$ cat config.mk
export PLATFORM = sky130hd
export DESIGN_NAME = ipv4_prefix_set_filter
export DESIGN_NICKNAME = d
export VERILOG_FILES = /design/src/hdl/ipsf_pkg.sv /design/src/hdl/ipv4_prefix_set_filter.sv /design/src/hdl/ipsf_entry_ram.sv /design/src/hdl/ipsf_scan_ctrl.sv
export VERILOG_INCLUDE_DIRS = /design/src /design/src/hdl
export SDC_FILE = /design/constraint.sdc
export NUM_CORES = 2
export LEC_CHECK = 0
export BUFFER_PORTS_ARGS = -buffer_cell sky130_fd_sc_hd__buf_2
export CAP_MARGIN = 25
export CORE_MARGIN = 2
export CORE_UTILIZATION = 39
export DETAILED_ROUTE_END_ITERATION = 12
export SYNTH_ARGS = -nofsm -noshare
export SYNTH_HDL_FRONTEND = slang
export SYNTH_HIERARCHICAL = 1
export SYNTH_SLANG_ARGS = --single-unit
$ cat constraint.sdc
create_clock -name clock -period 12.1 [get_ports clock]
set_clock_uncertainty 0.15 [all_clocks]
set_input_delay 2.42 -clock clock [delete_from_list [all_inputs] [get_ports clock]]
set_output_delay 2.42 -clock clock [all_outputs]
set_load 0.05 [all_outputs]
$ cat src/hdl/assert_macros.svh
// assertion macros for the rtl files, included by the scan sequencer

`ifndef ASSERT_MACROS_SVH
`define ASSERT_MACROS_SVH

`ifndef SYNTHESIS

// property checked at every rising clock edge, skipped while reset is high
`define ASSERT_CLK(label, clk, rst, prop) \
   label: assert property (@(posedge clk) disable iff (rst) (prop)) \
      else $error("assertion failed");

// property checked at every rising clock edge, reset included
`define ASSERT_CLK_ALWAYS(label, clk, prop) \
   label: assert property (@(posedge clk) (prop)) \
      else $error("assertion failed");

`else

`define ASSERT_CLK(label, clk, rst, prop)
`define ASSERT_CLK_ALWAYS(label, clk, prop)

`endif

`endif

$ cat src/hdl/ipsf_pkg.sv
// types, constants and helpers of the ipv4 prefix set filter
`timescale 1ns / 1ps

package ipsf_pkg;

   localparam int MAX_ENTRIES = 64;
   localparam int IDX_W       = $clog2(MAX_ENTRIES);
   localparam int CNT_W       = $clog2(MAX_ENTRIES + 1);
   localparam int ADDR_W      = 32;
   localparam int LEN_W       = 6;
   localparam int STATUS_W    = 3;
   localparam int FULL_LENGTH = 32;

   localparam logic [ADDR_W-1:0] ALL_ONES = 32'hFFFF_FFFF;

   // action codes
   localparam logic ACT_INSERT = 1'b0;
   localparam logic ACT_CHECK  = 1'b1;

   // status codes
   localparam logic [STATUS_W-1:0] ST_CHECKED   = 3'd0;
   localparam logic [STATUS_W-1:0] ST_STORED    = 3'd1;
   localparam logic [STATUS_W-1:0] ST_DUPLICATE = 3'd2;
   localparam logic [STATUS_W-1:0] ST_FULL      = 3'd3;
   localparam logic [STATUS_W-1:0] ST_INVALID   = 3'd4;

   typedef struct packed {
      logic              action;
      logic [ADDR_W-1:0] address;
      logic [LEN_W-1:0]  prefix_length;
      logic              is_ipv4;
   } req_type;

   typedef struct packed {
      logic                matched;
      logic [STATUS_W-1:0] status;
   } rsp_type;

   typedef struct packed {
      logic [ADDR_W-1:0] base;
      logic [LEN_W-1:0]  bits;
   } entry_type;

   typedef struct packed {
      logic             we;
      logic [IDX_W-1:0] addr;
      entry_type        data;
   } ram_wr_type;

   typedef struct packed {
      logic             en;
      logic [IDX_W-1:0] addr;
   } ram_rd_type;

   // top len bits set; any length of 32 or more gives all ones
   function automatic logic [ADDR_W-1:0] prefix_mask(input logic [LEN_W-1:0] len);
      prefix_mask = ~(ALL_ONES >> len);
   endfunction

endpackage

$ cat src/hdl/ipv4_prefix_set_filter.sv
// top level of the ipv4 prefix set filter
`timescale 1ns / 1ps

// ipv4 prefix set filter: a table of up to 64 cidr prefixes in one memory.
// a beat is taken when start is high and busy is low. action insert masks
// the address to prefix_length and stores it unless an entry with the same
// start address exists (duplicate) or the table is full; lengths above 32
// are refused as invalid. action check reports whether any stored prefix
// covers the address; a non-ipv4 check never matches.
// exactly one result beat follows each request: rsp_valid is high for one
// cycle and the receiver cannot stall it, so it must take the beat then.
// timing: the entries are read from memory one per cycle, so an item takes
// longer the more entries are stored, and ends sooner when a check hits or
// an insert finds a duplicate early; an invalid insert, a non-ipv4 check or
// any item on an empty table answers in the cycle after it is taken.
// busy falls as the result beat appears, and a new request may be taken in
// that same cycle. the table is cleared only by reset of the fill count;
// no clearing pass is needed since entries above the count are never read.

module ipv4_prefix_set_filter (
   input  logic              clock,
   input  logic              reset,
   input  logic              start,
   output logic              busy,
   input  ipsf_pkg::req_type req_item,
   output logic              rsp_valid,
   output ipsf_pkg::rsp_type rsp_item
);

   ipsf_pkg::ram_wr_type ram_wr;
   ipsf_pkg::ram_rd_type ram_rd;
   ipsf_pkg::entry_type  ram_rd_data;

   // sequencer: scan, compare and write back
   ipsf_scan_ctrl u_ctrl (
      .clock       (clock),
      .reset       (reset),
      .start       (start),
      .busy        (busy),
      .req_item    (req_item),
      .rsp_valid   (rsp_valid),
      .rsp_item    (rsp_item),
      .ram_wr      (ram_wr),
      .ram_rd      (ram_rd),
      .ram_rd_data (ram_rd_data)
   );

   // entry store: base and length per entry, with a registered read port
   ipsf_entry_ram u_ram (
      .clock   (clock),
      .wr      (ram_wr),
      .rd      (ram_rd),
      .rd_data (ram_rd_data)
   );

endmodule

$ cat src/hdl/ipsf_entry_ram.sv
// prefix table memory, one write port and one registered read port
`timescale 1ns / 1ps

module ipsf_entry_ram (
   input  logic                clock,
   input  ipsf_pkg::ram_wr_type wr,
   input  ipsf_pkg::ram_rd_type rd,
   output ipsf_pkg::entry_type  rd_data
);

   ipsf_pkg::entry_type mem [ipsf_pkg::MAX_ENTRIES];
   ipsf_pkg::entry_type rd_data_ff;

   always_ff @(posedge clock) begin
      if (wr.we) begin
         mem[wr.addr] <= wr.data;
      end
   end

   always_ff @(posedge clock) begin
      if (rd.en) begin
         rd_data_ff <= mem[rd.addr];
      end
   end

   assign rd_data = rd_data_ff;

endmodule

$ cat src/hdl/ipsf_scan_ctrl.sv
// sequencer: scans the stored entries and decides each item's result
`timescale 1ns / 1ps
`include "assert_macros.svh"

module ipsf_scan_ctrl (
   input  logic                 clock,
   input  logic                 reset,
   input  logic                 start,
   output logic                 busy,
   input  ipsf_pkg::req_type    req_item,
   output logic                 rsp_valid,
   output ipsf_pkg::rsp_type    rsp_item,
   output ipsf_pkg::ram_wr_type ram_wr,
   output ipsf_pkg::ram_rd_type ram_rd,
   input  ipsf_pkg::entry_type  ram_rd_data
);

   localparam logic S_IDLE = 1'b0;
   localparam logic S_SCAN = 1'b1;

   logic                             state_ff, state_in;
   ipsf_pkg::req_type                req_ff, req_in;
   logic [ipsf_pkg::ADDR_W-1:0]      base_ff, base_in;
   logic [ipsf_pkg::CNT_W-1:0]       count_ff, count_in;
   logic [ipsf_pkg::CNT_W-1:0]       rd_idx_ff, rd_idx_in;
   logic                             rd_pend_ff, rd_pend_in;
   logic                             rsp_valid_ff, rsp_valid_in;
   ipsf_pkg::rsp_type                rsp_ff, rsp_in;

   logic                             issue;
   logic                             hit;
   logic [ipsf_pkg::ADDR_W-1:0]      start_base;
   logic                             table_full;

   assign start_base = req_item.address & ipsf_pkg::prefix_mask(req_item.prefix_length);
   assign issue      = (state_ff == S_SCAN) && (rd_idx_ff < count_ff);
   assign table_full = (count_ff == ipsf_pkg::CNT_W'(ipsf_pkg::MAX_ENTRIES));

   // compare of the entry read in the previous cycle
   always_comb begin
      if (req_ff.action == ipsf_pkg::ACT_CHECK) begin
         hit = ((ram_rd_data.base ^ req_ff.address)
                & ipsf_pkg::prefix_mask(ram_rd_data.bits)) == '0;
      end else begin
         hit = (ram_rd_data.base == base_ff);
      end
   end

   always_comb begin
      state_in     = state_ff;
      req_in       = req_ff;
      base_in      = base_ff;
      count_in     = count_ff;
      rd_idx_in    = rd_idx_ff;
      rd_pend_in   = 1'b0;
      rsp_valid_in = 1'b0;
      rsp_in       = rsp_ff;
      ram_rd.en    = issue;
      ram_rd.addr  = rd_idx_ff[ipsf_pkg::IDX_W-1:0];
      ram_wr.we    = 1'b0;
      ram_wr.addr  = count_ff[ipsf_pkg::IDX_W-1:0];
      ram_wr.data  = '{base: base_ff, bits: req_ff.prefix_length};

      case (state_ff)
         S_IDLE: begin
            if (start) begin
               req_in    = req_item;
               base_in   = start_base;
               rd_idx_in = '0;
               if (req_item.action == ipsf_pkg::ACT_CHECK) begin
                  if (!req_item.is_ipv4 || count_ff == '0) begin
                     rsp_valid_in = 1'b1;
                     rsp_in       = '{matched: 1'b0, status: ipsf_pkg::ST_CHECKED};
                  end else begin
                     state_in = S_SCAN;
                  end
               end else if (req_item.prefix_length
                            > ipsf_pkg::LEN_W'(ipsf_pkg::FULL_LENGTH)) begin
                  rsp_valid_in = 1'b1;
                  rsp_in       = '{matched: 1'b0, status: ipsf_pkg::ST_INVALID};
               end else if (count_ff == '0) begin
                  // empty table: store straight away
                  ram_wr.we    = 1'b1;
                  ram_wr.data  = '{base: start_base, bits: req_item.prefix_length};
                  count_in     = count_ff + 1'b1;
                  rsp_valid_in = 1'b1;
                  rsp_in       = '{matched: 1'b0, status: ipsf_pkg::ST_STORED};
               end else begin
                  state_in = S_SCAN;
               end
            end
         end
         S_SCAN: begin
            if (issue) begin
               rd_idx_in  = rd_idx_ff + 1'b1;
               rd_pend_in = 1'b1;
            end
            if (rd_pend_ff && hit) begin
               state_in     = S_IDLE;
               rd_pend_in   = 1'b0;
               rsp_valid_in = 1'b1;
               if (req_ff.action == ipsf_pkg::ACT_CHECK) begin
                  rsp_in = '{matched: 1'b1, status: ipsf_pkg::ST_CHECKED};
               end else begin
                  rsp_in = '{matched: 1'b0, status: ipsf_pkg::ST_DUPLICATE};
               end
            end else if (!issue && !rd_pend_ff) begin
               state_in     = S_IDLE;
               rsp_valid_in = 1'b1;
               if (req_ff.action == ipsf_pkg::ACT_CHECK) begin
                  rsp_in = '{matched: 1'b0, status: ipsf_pkg::ST_CHECKED};
               end else if (table_full) begin
                  rsp_in = '{matched: 1'b0, status: ipsf_pkg::ST_FULL};
               end else begin
                  ram_wr.we = 1'b1;
                  count_in  = count_ff + 1'b1;
                  rsp_in    = '{matched: 1'b0, status: ipsf_pkg::ST_STORED};
               end
            end
         end
         default: begin
            state_in = S_IDLE;
         end
      endcase
   end

   always_ff @(posedge clock) begin
      if (reset) begin
         state_ff     <= S_IDLE;
         count_ff     <= '0;
         rd_pend_ff   <= 1'b0;
         rsp_valid_ff <= 1'b0;
      end else begin
         state_ff     <= state_in;
         count_ff     <= count_in;
         rd_pend_ff   <= rd_pend_in;
         rsp_valid_ff <= rsp_valid_in;
      end
   end

   always_ff @(posedge clock) begin
      req_ff    <= req_in;
      base_ff   <= base_in;
      rd_idx_ff <= rd_idx_in;
      rsp_ff    <= rsp_in;
   end

   assign busy      = (state_ff != S_IDLE);
   assign rsp_valid = rsp_valid_ff;
   assign rsp_item  = rsp_ff;

   // reads stay below the fill count, so no unwritten entry is ever read
   `ASSERT_CLK(a_read_in_range, clock, reset, ram_rd.en |-> (rd_idx_ff < count_ff))
   // fill count never passes the table size
   `ASSERT_CLK(a_count_bound, clock, reset, count_ff <= ipsf_pkg::CNT_W'(ipsf_pkg::MAX_ENTRIES))
   // every write is reported as a stored insert in the next cycle
   `ASSERT_CLK(a_write_reported, clock, reset, ram_wr.we |=> (rsp_valid && rsp_item.status == ipsf_pkg::ST_STORED))
   // fill count moves only by a write
   `ASSERT_CLK(a_count_moves_on_write, clock, reset, (count_ff != $past(count_ff)) |-> $past(ram_wr.we))

endmodule
==> flow_metrics.tcl <==
set metrics [dict create \
    avgRoutedWirePerCell_um 31.7 \
    hpwlAfterDp_um 149000 \
    fin_nets 4767 \
    initial_utilization 0.392 \
    drc_errors 0 \
    crit_path_cell_trace "buf_2 > inv_1 > nor2_4 > buf_4 > nand3b_1 > buf_4 > nand2_1 > nor2b_1 > nand3_1 > nor2_4 > buf_4" \
    synth_ff_type "edfxtp_1" \
    yosys_register_bits 2562 \
    fin_crit_ps 6070 \
    ant_nets 0 \
    synth_adder_area_share 0.00114 \
    syn_inst 4483 \
    synth_mux_area_frac 0.153 \
    synth_sequential_area_ratio 0.778 \
    max_freq_mhz 165 \
    rsz0062_at_grt "no" \
    synth_xor_area_frac 0.00621 \
    clock_latency_ps 940 \
    grt_pass1_vias 47100 \
    yosysUniqueCellTypes 59 \
    cts_root_buffer "clkbuf_16" \
    worst_path_max_delay_cell "buf_4" \
    grt_first_pass_wirelength_um 366000 \
    cap_violations 0 \
    core.rowCount 184 \
    p_per_area_nw_per_um2 168 \
    synth-async-reset-ratio 0 \
    gp_congestion 0.890 \
    ioPinCount 49 \
    die_area_um2 257000 \
    synth_edf_count 2552 \
    grt_max_degree 111 \
    ir_drop_uv 104 \
    max_stage_delay_ps 760 \
    cts_tree "done" \
    clock_sinks 2562 \
    post_cts.repair.setup_buffers 0 \
    outcome "finished clean" \
    worst_setup_path_start_kind "primary input" \
    grt-ovfl-total 0 \
    placed_area_um2 104000 \
    cp_common_cell "buf_4" \
    layout-drive-gt1-share 0.269 \
    syn_avg_cell_area_um2 22.0 \
    pre_cts_ws_ps 5250 \
    synth_simple_gate_area_share 0.0184 \
    cp.required_ps 12450 \
    setup_viol 0 \
    setup_tns_ps 0 \
    drt-pass1-iter-count 6 \
    synth-compound-area-share 0.0297 \
    clkTransAtPathRegs_ps 60 \
    hold_viol_final 0 \
    postCtsHoldBufs 0 \
    path_class "primary input to flop" \
    hold_class "flop to flop" \
    p_leak_uw 0.0344 \
    final.period_utilization 0.502 \
    yosys_warnings 6 \
    slew_violations 0 \
    layout_setup_ws_ps 6030 \
    final_common_cell "edfxtp_1" \
    syn-num-nets 4535 \
    tightest_slew_ps 1210 \
    final_area_um2 112000 \
    antenna_found_initial 17 \
    worst-path-buf-inv 5 \
    die_w_um 507 \
    cp-end-kind "flop" \
    cp_max_fo 72 \
    fp.coreArea_um2 252000 \
    die_h_um 507 \
    vias 48100 \
    grt_use_total 0.201 \
    mostFrequentLayoutCells "edfxtp_1 (2552), mux4_2 (608), clkbuf_16 (287), buf_4 (150), a22oi_1 (138)" \
    crit_family "simple AND/OR/NAND/NOR gates" \
    synth_top_family_by_area "multiplexers" \
    cts_resized 0 \
    maxSlewHeadroom 0.196 \
    wl_um 261000 \
    routed_via_density 5.82 \
    dr.first_iter.drc_count 6532 \
    whs_ps 439 \
    cts_max_level 5 \
    portBuffers 48 \
    place_inst 7781 \
    clockBufferDepth 4 \
    numCtsBuffers 279 \
    stdcell_count 8254 \
    syn_area_um2 98800 \
    worstPathArrival_ps 6430 \
    synthToLayoutAreaGrowth_pct 13.4 \
]
cells by family (layout without fill, tap and decap cells):
family                     Yosys count  in the layout
muxes                              737            737
xor gates and xnor gates            70             70
and+or+nand+nor                    398            398
DFF                               2562           2562
AOI/OAI and AO/OA                  438            438
buffers and inverters              269            685
adders and majority gates            9              9
other                                0              7
routing by layer:
| layer | wire length, um | vias up | track usage |
|---|---|---|---|
| li1 | - | 19400 | - |
| met1 | 107000 | 26000 | 0.290 |
| met2 | 125000 | 2287 | 0.318 |
| met3 | 22600 | 364 | 0.0354 |
| met4 | 6510 | 0 | 0.0528 |
| met5 | 0 | - | 0 |
report_power, final:
part / switching, uW / internal, uW
Clock: 3290 / 4610
Sequential: 18.8 / 9900
Combinational: 755 / 300
cells in the mapped netlist (4+ instances only):
cell	instances	area share
inv_1	16	0.00061
nand3b_1	6	0.00046
buf_4	32	0.0024
nor4_1	11	0.00070
xnor2_1	30	0.0027
o21a_1	12	0.00091
nand2b_1	15	0.00095
edfxtp_1	2552	0.78
nor2_1	167	0.0063
o22ai_1	102	0.0065
dfxtp_1	10	0.0020
or3_1	4	0.00025
o21ai_0	15	0.00076
and3_1	6	0.00038
a22oi_1	138	0.010
xor2_1	40	0.0035
mux4_2	608	0.14
or2_2	4	0.00025
o211ai_1	4	0.00030
nor3_1	20	0.0010
buf_1	32	0.0012
o221ai_1	32	0.0028
a31oi_1	5	0.00032
nand2_1	104	0.0040
a21oi_1	97	0.0049
and2_1	10	0.00063
buf_2	65	0.0033
or3b_2	4	0.00035
a21boi_0	13	0.00099
mux2i_1	63	0.0064
buf_6	22	0.0025
nand3_1	19	0.00096
ha_1	9	0.0011
nand4_1	8	0.00051
mux2_2	66	0.0075
nor2b_1	11	0.00070
clkbuf_1	102	0.0039
final cells by class:
cell class / count / area, um^2
Clock buffer: 343 / 7390
Sequential cell: 2562 / 76800
Timing Repair Buffer: 204 / 1480
Multi-Input combinational cell: 1652 / 21100
Fill cell: 21000 / 140000
Tap cell: 3348 / 4190
Inverter: 16 / 60.1
Antenna cell: 7 / 17.5
Clock inverter: 122 / 936
path summary, 6_finish.rpt:
check | end | slack, ps | from | cells after the start
setup / recovery | u_ram/mem[46][0] | 6030 | start | 11
hold / removal | u_ctrl/count_ff[6] | 440 | u_ctrl/count_ff[6] | 2
setup reg to reg | u_ram/rd_data[15] | 6860 | u_ctrl/rd_idx_ff[1] | 9
hold reg to reg | u_ctrl/count_ff[6] | 440 | u_ctrl/count_ff[6] | 2
tightest hold or removal path: stages, from the launching register on:
cell and delay, ps:
dfxtp_1 320, nor2_1 100, mux2_2 140
through the flow:
step	utilization	total power, uW
after floorplan	-	10700
after global placement	0.412	11100
after detailed placement	0.412	11200
after CTS	0.445	19000
after global routing	0.445	19400
final	0.445	18900
registers in the layout, indices dropped and copies added, names as in the netlist:
register and count:
u_ctrl/count_ff 7, u_ctrl/rd_idx_ff 7, u_ctrl/busy 1, u_ctrl/base_ff 32
u_ram/rd_data 38, u_ctrl/rsp_valid 1, u_ctrl/rd_pend_ff 1, u_ctrl/rsp_item 4
u_ctrl/req_ff 39, u_ram/mem 2432
(Power assumes the default switching activity.)
